$ cat src/hw/rtl/mcdb_pkg.sv
// Types, codes and register field helpers shared by the debounce block.
package mcdb_pkg;

    typedef enum logic [1:0] {
        PH_IDLE    = 2'd0,
        PH_EVENT   = 2'd1,
        PH_WAIT    = 2'd2,
        PH_RECHECK = 2'd3
    } phase_t;

    localparam logic [1:0] MODE_UPDATE = 2'd0;
    localparam logic [1:0] MODE_IRQ    = 2'd1;
    localparam logic [1:0] MODE_TIMER  = 2'd2;

    localparam logic [1:0] REG_TRIGGER_SOURCES  = 2'd0;
    localparam logic [1:0] REG_ASYNC_DELAY_MASK = 2'd1;
    localparam logic [1:0] REG_TIMER_MAP        = 2'd2;
    localparam logic [1:0] REG_INACTIVE_LEVELS  = 2'd3;

    localparam logic [1:0] SRC_NONE = 2'd3;

    typedef struct packed {
        logic [1:0] source_number;
        logic       sample_level;
        logic [2:0] device_index;
        logic [1:0] mode;
    } item_t;

    typedef struct packed {
        logic [1:0] timer_number;
        logic       timer_start;
        logic       level_changed;
        logic [1:0] device_phase;
        logic [7:0] stable_levels;
    } result_t;

    function automatic logic [1:0] pair_of(input logic [15:0] r, input logic [3:0] d);
        logic [1:0] v;
        v = 2'd0;
        if (!d[3]) begin
            v = r[{d[2:0], 1'b0} +: 2];
        end
        return v;
    endfunction

    function automatic logic bit_of(input logic [7:0] r, input logic [3:0] d);
        logic v;
        v = 1'b0;
        if (!d[3]) begin
            v = r[d[2:0]];
        end
        return v;
    endfunction

endpackage

$ cat src/hw/rtl/multi_channel_debounce_fsm_top.sv
// Multi-channel debounce state machine with its phase table in a synchronous memory.
// A transaction that needs no walk goes from acceptance through S_STEP and S_OUT to m_tvalid.
// A broadcast walks every device entry in S_WALK, then goes through S_FETCH, S_STEP and S_OUT to m_tvalid.
// One transaction is worked at a time; the next is accepted while a result waits.
// The phase memory reads through one registered port; per-entry valid bits make unwritten
// entries read as idle. Synchronous active-low reset idles all devices at once.
module multi_channel_debounce_fsm_top #(
    parameter int DEVICES = 8
) (
    input  logic        aclk,
    input  logic        aresetn,
    input  logic        s_tvalid,
    output logic        s_tready,
    // [1:0] mode, [4:2] device_index, [5] sample_level, [7:6] source_number
    input  logic [7:0]  s_tdata,
    output logic        m_tvalid,
    input  logic        m_tready,
    // [7:0] stable_levels, [9:8] device_phase, [10] level_changed, [11] timer_start,
    // [13:12] timer_number, [15:14] zero
    output logic [15:0] m_tdata,
    input  logic        psel,
    input  logic        penable,
    input  logic        pwrite,
    input  logic [3:0]  paddr,
    input  logic [31:0] pwdata,
    output logic [31:0] prdata,
    output logic        pready
);

    localparam int IW = (DEVICES > 1) ? $clog2(DEVICES) : 1;
    localparam logic [IW-1:0] LAST_DEV = IW'(DEVICES - 1);

    typedef enum logic [2:0] {
        S_IDLE,
        S_WALK,
        S_FETCH,
        S_STEP,
        S_OUT
    } state_t;

    state_t              state_reg;
    mcdb_pkg::item_t     item_reg;
    logic [IW-1:0]       cnt_reg;
    logic [DEVICES-1:0]  valid_reg;
    logic [DEVICES-1:0]  stable_reg;
    logic [15:0]         trig_reg;
    logic [7:0]          adm_reg;
    logic [15:0]         tmap_reg;
    logic [7:0]          inact_reg;
    mcdb_pkg::result_t   res_reg;
    logic                m_tvalid_reg;
    logic [15:0]         m_tdata_reg;

    mcdb_pkg::phase_t    phase_mem [DEVICES];
    mcdb_pkg::phase_t    rd_data_reg;
    logic                rd_valid_reg;

    mcdb_pkg::item_t     in_item;
    logic                accept;
    logic                cfg_wr;
    logic                bcast;
    logic [4:0]          dev_ext;
    logic                dev_in_range;
    logic [IW-1:0]       dev_idx;
    logic [IW-1:0]       rd_addr;
    logic [IW-1:0]       wr_addr;
    logic                wr_en;
    mcdb_pkg::phase_t    wr_data;
    mcdb_pkg::phase_t    cur_ph;
    mcdb_pkg::phase_t    walk_ph;
    mcdb_pkg::phase_t    step_ph;
    logic                step_changed;
    logic                step_start;
    logic [1:0]          step_tnum;
    logic [DEVICES-1:0]  stable_next;
    logic [DEVICES-1:0]  reload_levels;
    logic [7:0]          stable_out;
    logic [3:0]          walk_dev;
    logic [3:0]          step_dev;

    assign in_item  = mcdb_pkg::item_t'(s_tdata);
    assign s_tready = (state_reg == S_IDLE);
    assign accept   = s_tvalid && s_tready;
    assign pready   = 1'b1;
    assign cfg_wr   = psel && penable && pwrite && pready;
    assign m_tvalid = m_tvalid_reg;
    assign m_tdata  = m_tdata_reg;

    assign bcast = ((in_item.mode == mcdb_pkg::MODE_IRQ) || (in_item.mode == mcdb_pkg::MODE_TIMER))
                   && (in_item.source_number != mcdb_pkg::SRC_NONE);

    assign dev_ext      = {2'b00, item_reg.device_index};
    assign dev_in_range = (dev_ext < 5'(DEVICES));
    assign dev_idx      = dev_ext[IW-1:0];
    assign walk_dev     = 4'(cnt_reg);
    assign step_dev     = 4'(dev_idx);
    assign cur_ph       = rd_valid_reg ? rd_data_reg : mcdb_pkg::PH_IDLE;

    always_comb begin
        unique case (paddr[3:2])
            mcdb_pkg::REG_TRIGGER_SOURCES:  prdata = {16'd0, trig_reg};
            mcdb_pkg::REG_ASYNC_DELAY_MASK: prdata = {24'd0, adm_reg};
            mcdb_pkg::REG_TIMER_MAP:        prdata = {16'd0, tmap_reg};
            mcdb_pkg::REG_INACTIVE_LEVELS:  prdata = {24'd0, inact_reg};
            default:                        prdata = 32'd0;
        endcase
    end

    always_comb begin
        for (int d = 0; d < DEVICES; d++) begin
            reload_levels[d] = mcdb_pkg::bit_of(pwdata[7:0], 4'(d));
        end
    end

    always_comb begin
        walk_ph = cur_ph;
        if (item_reg.mode == mcdb_pkg::MODE_IRQ) begin
            if ((mcdb_pkg::pair_of(trig_reg, walk_dev) == item_reg.source_number + 2'd1)
                && (cur_ph == mcdb_pkg::PH_IDLE)) begin
                walk_ph = mcdb_pkg::PH_EVENT;
            end
        end else if (mcdb_pkg::pair_of(tmap_reg, walk_dev) == item_reg.source_number) begin
            walk_ph = mcdb_pkg::PH_RECHECK;
        end
    end

    always_comb begin
        step_ph      = cur_ph;
        step_changed = 1'b0;
        step_start   = 1'b0;
        step_tnum    = 2'd0;
        stable_next  = stable_reg;
        if ((item_reg.mode == mcdb_pkg::MODE_UPDATE) && dev_in_range) begin
            unique case (cur_ph)
                mcdb_pkg::PH_IDLE: begin
                    if ((mcdb_pkg::pair_of(trig_reg, step_dev) == 2'd0)
                        && (item_reg.sample_level != stable_reg[dev_idx])) begin
                        step_ph = mcdb_pkg::PH_EVENT;
                    end
                end
                mcdb_pkg::PH_EVENT: begin
                    if (mcdb_pkg::bit_of(adm_reg, step_dev)) begin
                        step_start = 1'b1;
                        step_tnum  = mcdb_pkg::pair_of(tmap_reg, step_dev);
                        step_ph    = mcdb_pkg::PH_WAIT;
                    end else begin
                        step_ph = mcdb_pkg::PH_RECHECK;
                    end
                end
                mcdb_pkg::PH_WAIT: begin
                    step_ph = mcdb_pkg::PH_WAIT;
                end
                mcdb_pkg::PH_RECHECK: begin
                    if (item_reg.sample_level != stable_reg[dev_idx]) begin
                        stable_next[dev_idx] = item_reg.sample_level;
                        step_changed         = 1'b1;
                    end else begin
                        step_ph = mcdb_pkg::PH_IDLE;
                    end
                end
                default: begin
                    step_ph = cur_ph;
                end
            endcase
        end
    end

    always_comb begin
        for (int i = 0; i < 8; i++) begin
            stable_out[i] = (i < DEVICES) ? stable_next[i % DEVICES] : 1'b0;
        end
    end

    always_comb begin
        rd_addr = dev_idx;
        wr_en   = 1'b0;
        wr_addr = cnt_reg;
        wr_data = walk_ph;
        unique case (state_reg)
            S_IDLE: begin
                rd_addr = bcast ? IW'(0) : IW'({2'b00, in_item.device_index});
            end
            S_WALK: begin
                rd_addr = cnt_reg + IW'(1);
                wr_en   = 1'b1;
            end
            S_STEP: begin
                wr_en   = (item_reg.mode == mcdb_pkg::MODE_UPDATE) && dev_in_range;
                wr_addr = dev_idx;
                wr_data = step_ph;
            end
            default: begin
                rd_addr = dev_idx;
            end
        endcase
    end

    always_ff @(posedge aclk) begin
        if (wr_en) begin
            phase_mem[wr_addr] <= wr_data;
        end
        rd_data_reg  <= phase_mem[rd_addr];
        rd_valid_reg <= valid_reg[rd_addr] && !(wr_en && (wr_addr == rd_addr));
    end

    always_ff @(posedge aclk) begin
        if (!aresetn) begin
            state_reg    <= S_IDLE;
            cnt_reg      <= '0;
            valid_reg    <= '0;
            stable_reg   <= '0;
            trig_reg     <= '0;
            adm_reg      <= '0;
            tmap_reg     <= '0;
            inact_reg    <= '0;
            m_tvalid_reg <= 1'b0;
        end else begin
            if (m_tvalid_reg && m_tready && (state_reg != S_OUT)) begin
                m_tvalid_reg <= 1'b0;
            end
            if (wr_en) begin
                valid_reg[wr_addr] <= 1'b1;
            end
            unique case (state_reg)
                S_IDLE: begin
                    if (accept) begin
                        item_reg  <= in_item;
                        cnt_reg   <= '0;
                        state_reg <= bcast ? S_WALK : S_STEP;
                    end
                end
                S_WALK: begin
                    if (cnt_reg == LAST_DEV) begin
                        state_reg <= S_FETCH;
                    end else begin
                        cnt_reg <= cnt_reg + IW'(1);
                    end
                end
                S_FETCH: begin
                    state_reg <= S_STEP;
                end
                S_STEP: begin
                    stable_reg            <= stable_next;
                    res_reg.stable_levels <= stable_out;
                    res_reg.device_phase  <= dev_in_range ? step_ph : mcdb_pkg::PH_IDLE;
                    res_reg.level_changed <= step_changed;
                    res_reg.timer_start   <= step_start;
                    res_reg.timer_number  <= step_tnum;
                    state_reg             <= S_OUT;
                end
                S_OUT: begin
                    if (!m_tvalid_reg || m_tready) begin
                        m_tvalid_reg <= 1'b1;
                        m_tdata_reg  <= {2'b00, res_reg};
                        state_reg    <= S_IDLE;
                    end
                end
                default: begin
                    state_reg <= S_IDLE;
                end
            endcase
            if (cfg_wr) begin
                unique case (paddr[3:2])
                    mcdb_pkg::REG_TRIGGER_SOURCES:  trig_reg <= pwdata[15:0];
                    mcdb_pkg::REG_ASYNC_DELAY_MASK: adm_reg  <= pwdata[7:0];
                    mcdb_pkg::REG_TIMER_MAP:        tmap_reg <= pwdata[15:0];
                    mcdb_pkg::REG_INACTIVE_LEVELS: begin
                        inact_reg  <= pwdata[7:0];
                        stable_reg <= reload_levels;
                        valid_reg  <= '0;
                    end
                    default: begin
                        trig_reg <= trig_reg;
                    end
                endcase
            end
        end
    end

    a_change_not_start: assert property (@(posedge aclk) disable iff (!aresetn)
        m_tvalid |-> !(m_tdata[10] && m_tdata[11]))
        else $error("level change and timer start reported together");

    a_tnum_zero: assert property (@(posedge aclk) disable iff (!aresetn)
        (m_tvalid && !m_tdata[11]) |-> (m_tdata[13:12] == 2'd0))
        else $error("timer number set without a timer start");

    a_one_at_a_time: assert property (@(posedge aclk) disable iff (!aresetn)
        accept |=> !s_tready)
        else $error("second transaction accepted while one is in work");

    a_walk_no_overlap: assert property (@(posedge aclk) disable iff (!aresetn)
        (state_reg == S_WALK && cnt_reg != LAST_DEV) |-> (rd_addr != wr_addr))
        else $error("walk read and write hit the same entry");

    a_reload_clears: assert property (@(posedge aclk) disable iff (!aresetn)
        (cfg_wr && paddr[3:2] == mcdb_pkg::REG_INACTIVE_LEVELS) |=> (valid_reg == '0))
        else $error("inactive level write did not idle the phase table");

endmodule
$ cat config.mk
export PLATFORM = sky130hd
export DESIGN_NAME = multi_channel_debounce_fsm_top
export DESIGN_NICKNAME = d
export VERILOG_FILES = /design/src/hw/rtl/mcdb_pkg.sv /design/src/hw/rtl/multi_channel_debounce_fsm_top.sv
export SDC_FILE = /design/constraint.sdc
export NUM_CORES = 1
export LEC_CHECK = 0
export BUFFER_PORTS_ARGS = -buffer_cell sky130_fd_sc_hd__buf_2
export CORE_UTILIZATION = 40
export CTS_BUF_LIST = sky130_fd_sc_hd__clkbuf_4 sky130_fd_sc_hd__clkbuf_8
export DETAILED_ROUTE_END_ITERATION = 6
export GPL_ROUTABILITY_DRIVEN = 1
export HOLD_SLACK_MARGIN = 0.03
export PLACE_DENSITY_LB_ADDON = 0.1
export SLEW_MARGIN = 20
export SYNTH_ARGS = -nofsm -noshare
export SYNTH_HDL_FRONTEND = slang
export SYNTH_SLANG_ARGS = --single-unit
$ cat constraint.sdc
create_clock -name aclk -period 2.26 [get_ports aclk]
set_input_delay 0.452 -clock aclk [delete_from_list [all_inputs] [get_ports aclk]]
set_output_delay 0.452 -clock aclk [all_outputs]
set_load 0.005 [all_outputs]
---- Yosys cells after proc, flatten, opt, wreduce, memory -nomap -nowiden ----
Memory sizes are Yosys's and may differ from the RTL's. A register that Yosys moved wholly into a read port is not among the register bits.
Index checks and enable logic that the tools add are counted.
word-level totals
  output and inout bits ................... 51
  memories ................................ 1
  bits of input ports ..................... 51
  memory bits (writable) .................. 16
  register bits ........................... 108
cells by class
  $add $sub $neg .......................... 2
  muxes and demuxes ....................... 56
  shift-type cells ........................ 4
  $lt $le $gt $ge ......................... 6
  equality and inequality tests ........... 24
  bitwise operators ....................... 1
  reductions and logical operators ........ 35
memories
  memory     words  bits a word  rd ports  clocked after Yosys merged registers in  write ports  RTL line                              RTL
  phase_mem  8      2            1         1                                        1            multi_channel_debounce_fsm_top.sv:54  mcdb_pkg::phase_t phase_mem [DEVICES];
operator list
  operator            count
  $pmux 32 s4         1
  $mux 8              9
  $shiftx 16x5->2     4
  $mux 2              13
  $mux 3              7
  $lt 3x4->1 const B  4
  $mux 1              15
  $pmux 3 s5          1
  $reduce_and 3->1    5
  $reduce_and 2->1    7
  $logic_and 1x1->1   13
  $pmux 3 s2          2
  $eq 2x2->1 const B  5
  $bmux 1 s3          3
  $bwmux 8            1
  $eq 2x1->1 const B  4
  $logic_not 2->1     4
  $ne 2x2->1 const B  4
  $or 8x8->8          1
  $pmux 2 s4          1
  $demux 1 s3         2
  $eq 3x2->1 const B  2
  $eq 3x3->1 const B  2
  $ge 3x1->1 const B  2
  other kinds (13)    16

---- Logic depth before layout (Yosys ltp) ----
  depth after elaboration ................. 11
  mapped depth ............................ 9
  depth with buffers taken out ............ 8

---- Worst setup path before layout ----
Ideal clock, no wire load.
  kind .................................... register to register
  start ................................... register state_reg[2]
  end ..................................... register m_tdata_reg[0], in the netlist m_tdata[0], enable pin
  clock period less this slack ............ 2.359 ns
  buffers on the path ..................... 1
  library setup time ...................... 0.406 ns
  data arrival time ....................... 1.954 ns
  path slack .............................. -0.099 ns
  data required time ...................... 1.854 ns
  cell stages (with the launch flop) ...... 4
  cells stage by stage .................... dfxtp_1 > clkbuf_1 > and3_1 > nor3b_1
on the way
  cells in the longest elaborated chain, start to end .. 2
ends and longest elaborated chain
  item                        RTL line                               RTL
  start: declaration          multi_channel_debounce_fsm_top.sv:41   state_t state_reg;
  start signal: assignment    multi_channel_debounce_fsm_top.sv:229  state_reg <= bcast ? S_WALK : S_STEP;
  $eq 3x3->1                  multi_channel_debounce_fsm_top.sv:224  unique case (state_reg)
  $reduce_and 3->1 (no line)  -
  end signal: assignment      multi_channel_debounce_fsm_top.sv:254  m_tdata_reg <= {2'b00, res_reg};
  end: declaration            multi_channel_debounce_fsm_top.sv:52   logic [15:0] m_tdata_reg;
Every way passes these cells.
A chain may end at the register's enable or synchronous reset.

---- Worst setup path in the final report ----
  start ................................... register item_reg (netlist bit dev_idx[1])
  end ..................................... memory phase_mem[0][0] in the netlist's numbering, data pin
on the way
  cells in the longest elaborated chain, start to end .. 9
  elaborated cells on any way between the ends .. 20
ends and longest elaborated chain
  item                      RTL line                               RTL
  start: declaration        multi_channel_debounce_fsm_top.sv:42   mcdb_pkg::item_t item_reg;
  start signal: assignment  multi_channel_debounce_fsm_top.sv:227  item_reg <= in_item;
  $shiftx 16x5->2           mcdb_pkg.sv:41                         v = r[{d[2:0], 1'b0} +: 2];
  $mux 2                    multi_channel_debounce_fsm_top.sv:134  unique case (cur_ph)
  $mux 2                    multi_channel_debounce_fsm_top.sv:133  if ((item_reg.mode == mcdb_pkg::MODE_UPDATE) && dev_in_range) begin
  $logic_not 2->1           multi_channel_debounce_fsm_top.sv:136  if ((mcdb_pkg::pair_of(trig_reg, step_dev) == 2'd0)
  $logic_and 1x1->1         multi_channel_debounce_fsm_top.sv:137  && (item_reg.sample_level != stable_reg[dev_idx])) begin
  $mux 2                    multi_channel_debounce_fsm_top.sv:136
  $pmux 2 s4                multi_channel_debounce_fsm_top.sv:134
  $mux 2 (*)                multi_channel_debounce_fsm_top.sv:133
  $mux 2 (*)                multi_channel_debounce_fsm_top.sv:179  unique case (state_reg)
  named net wr_data[0]      multi_channel_debounce_fsm_top.sv:68   mcdb_pkg::phase_t wr_data;
  end: declaration          multi_channel_debounce_fsm_top.sv:54
Mark *: on every way through the listed nets, which the timed path passes. The rest lies on a longest branch. The select of a mux whose other input is x is not followed.

==> impl_results.md <==
* Post-synthesis sequential area ratio at 0.486
* Flop pwr share at 0.488
* H-Tree Depth at 4
* Area growth from synthesis to layout at 22.3%
* Setup WS post-layout at -0.0221 ns
* Peak supply drop at 364 uV
* Clk_skew at 0.0117 ns
* Post-Syn Area at 6260 um2
* Initial Util at 0.410
* RSZ-0062 raised after global routing: true
* Iter 0 DRT Violations at 308
* Worst slew pin tran at 0.854 ns
* Worst skew pair latency at 0.45 ns
* Total congestion overflow at 0
* Post-layout nets at 779
* WL/cell at 17.5 um
* Num rows at 45
* Clock power frac at 0.381
* Gpl congestion at 0.873
* #FFs+latches synth at 126
* Final hold vios at 0
* Leakage at 0.00292 uW
* Number of synthesized flops with an enable pin at 52
* Drc violations at 0
* Die Area at 16200 um2
* Worst Setup End Kind: flip-flop
* Setup TNS at -0.138 ns
* Crit-path max FO at 8
* Psw at 1400 uW
* Synth Area per Inst at 10.2 um2
* Clock sinks at 126
* Largest stage delay, worst path at 0.48 ns
* Slew Limit Fails at 0
* Die extent in x at 127 um
* Hold depth at 1
* Largest net degree at the start of global routing at 59
* IO buf count at 64
* Power Total at 5150 uW
* Net Sw Frac at 0.271
* Status: finished, violations left
* Clock root buffer: clkbuf_8
* Most frequent cells in the layout: nand2_1, dfxtp_1, nor2_1
* Netlist cell types at 66
* Gate Count Post-Synth at 612
* Hold Crit Class: input pin to flip-flop
* Int Power at 3750 uW
* Post-DP HPWL at 12.2 mm
* Core area at 15300 um2
* ANT nets after route at 0
* Gate power share at 0.131
* First-pass GRT wire length at 26.5 mm
* Max Cap Viol at 0
* Total Routed Length at 16.6 mm
* Clock-pin slew on the worst setup and hold paths at 0.08 ns
* Ys flop type: dfxtp_1
* Placed cell count at 909
* Async S/R FF share, synth at 0
* N_diodes at 0
* Vias per inst at 5.28
* Leading area contributor after synthesis: edfxtp_1
* Worst-case reg-to-reg path depth at 7
* Hold_buf cts at 0
* Vias in the first global route at 4818
* Critical Path AT at 2.60 ns
* Max clock buf depth at 2
* Critical path data required time at 2.58 ns
* Initial antenna violation count at 0
* Top cell type's share of synthesized area at 0.250
* Endpoints failing setup at 8
* Critical Path Slowest Stage Cell: edfxtp_1
* Vert. Die Dim at 127 um
* CTS tree: done
* CP Class: flip-flop to flip-flop
* Synth warn at 0
* Startpoint types: flip-flop
* Fin cells at 950
* Share of cells above drive strength 1 at 0.284
* Drt first pass iters at 5
* Most common cell after layout, fill and taps aside: nand2_1
* Synth top area cells: edfxtp_1, dfxtp_1, mux2i_1
* Vias at 5019
* Slew HR at 0.431
* CTS buffer count at 17
* P per Cell Area at 672 nW/um2
* IO Pins at 102
* Total global-route track usage at 0.217
* FMAX at 0.438 GHz
* Violated checks: negative setup slack
* Final Cycle Share at 1.01
* Min cycle time layout at 2.28 ns
* CP cell instances: mux2_1 -> a221oi_2 -> o22ai_4 -> xnor2_2 -> a211o_1 -> a32oi_2 -> buf_6
[power groups by stage]
stage | Sequential [uW] | Clock (uW) | Combinational [uW]
after floorplan | 2540 | 0 | 421
after global placement | 2560 | 0 | 620
after detailed placement | 2560 | 0 | 628
after CTS | 2510 | 2010 | 641
after global routing | 2520 | 2100 | 729
final | 2510 | 1960 | 674
[through the flow]
step / instance area, um2 / hold WS [ns] / setup WS, ns / util
after floorplan: 6330 / 0.400 / 0.0118 / -
after CTS: 7530 / 0.168 / -0.0462 / 0.494
after global routing: 7650 / 0.171 / -0.115 / 0.502
after detailed placement: 7120 / 0.405 / -0.0589 / 0.467
after global placement: 7120 / 0.404 / -0.0110 / 0.467
final: 7650 / 0.198 / -0.0221 / 0.502
[path summary, 6_finish.rpt]
| check | start | to | slack [ns] |
|---|---|---|---|
| worst max-delay path | dev_idx[1] | phase_mem[0][0] | -0.02 |
| worst min-delay path | s_tdata[0] | item_reg[0] | 0.20 |
| worst max register to register | dev_idx[1] | phase_mem[0][0] | -0.02 |
| worst min register to register | res_reg[12] | m_tdata[12] | 0.42 |
[timing repair]
| action | in CTS | in global routing |
|---|---|---|
| gates resized for setup | 6 | 14 |
| gates cloned | 0 | 1 |
| endpoints found under the setup margin | 16 | 35 |
| pin swaps | 1 | 9 |
| buffers inserted | 1 | 7 |
[worst max-delay path: cells and delay by family, from the launching register on]
kind                      cells  cell delay, ns
muxes                         1            0.36
buffers and inverters         1            0.15
DFF                           1            0.48
AOI/OAI and AO/OA             4            0.99
xor gates and xnor gates      1            0.17
[cells by family after synthesis]
| logic type | synth area share |
|---|---|
| muxes | 0.164 |
| AOI/OAI and AO/OA | 0.139 |
| DFF | 0.486 |
| other | 0.00120 |
| adders and majority gates | 0.00400 |
| and+or+nand+nor | 0.146 |
| buffers and inverters | 0.0514 |
| xor gates and xnor gates | 0.00820 |
[synth_stat cells, drive strengths merged (2+ instances only)]
cell type,number
o2111ai,2
a21o,2
xor2,3
o311ai,7
dfxtp,74
conb,2
mux4,18
clkbuf,16
o21a,8
or2,5
o221ai,2
nand2b,5
buf,35
mux2i,55
edfxtp,52
o22ai,3
a211oi,2
xnor2,2
a21oi,48
ha,2
a31oi,6
and3,4
inv,10
mux2,6
o211ai,11
nand4,4
nand2,76
nor2,75
o21ai,27
nand3,17
nor3b,2
a221oi,3
nor2b,5
nor3,7
[layer usage]
metal	wire (um)	part of all wire	global-route usage
met5	0	0	0
met4	264	0.016	0.0735
met3	944	0.057	0.0465
met2	7940	0.48	0.357
met1	7450	0.45	0.283
[final cells by class]
type	count	area [um2]
Fill cell	1441	7600
Sequential cell	126	3040
Multi-Input combinational cell	442	3020
Timing Repair Buffer	129	903
Tap cell	211	264
Clock buffer	19	249
Clock inverter	13	141
Inverter	10	37.5
No activity file was read; power rests on OpenSTA's default activity.
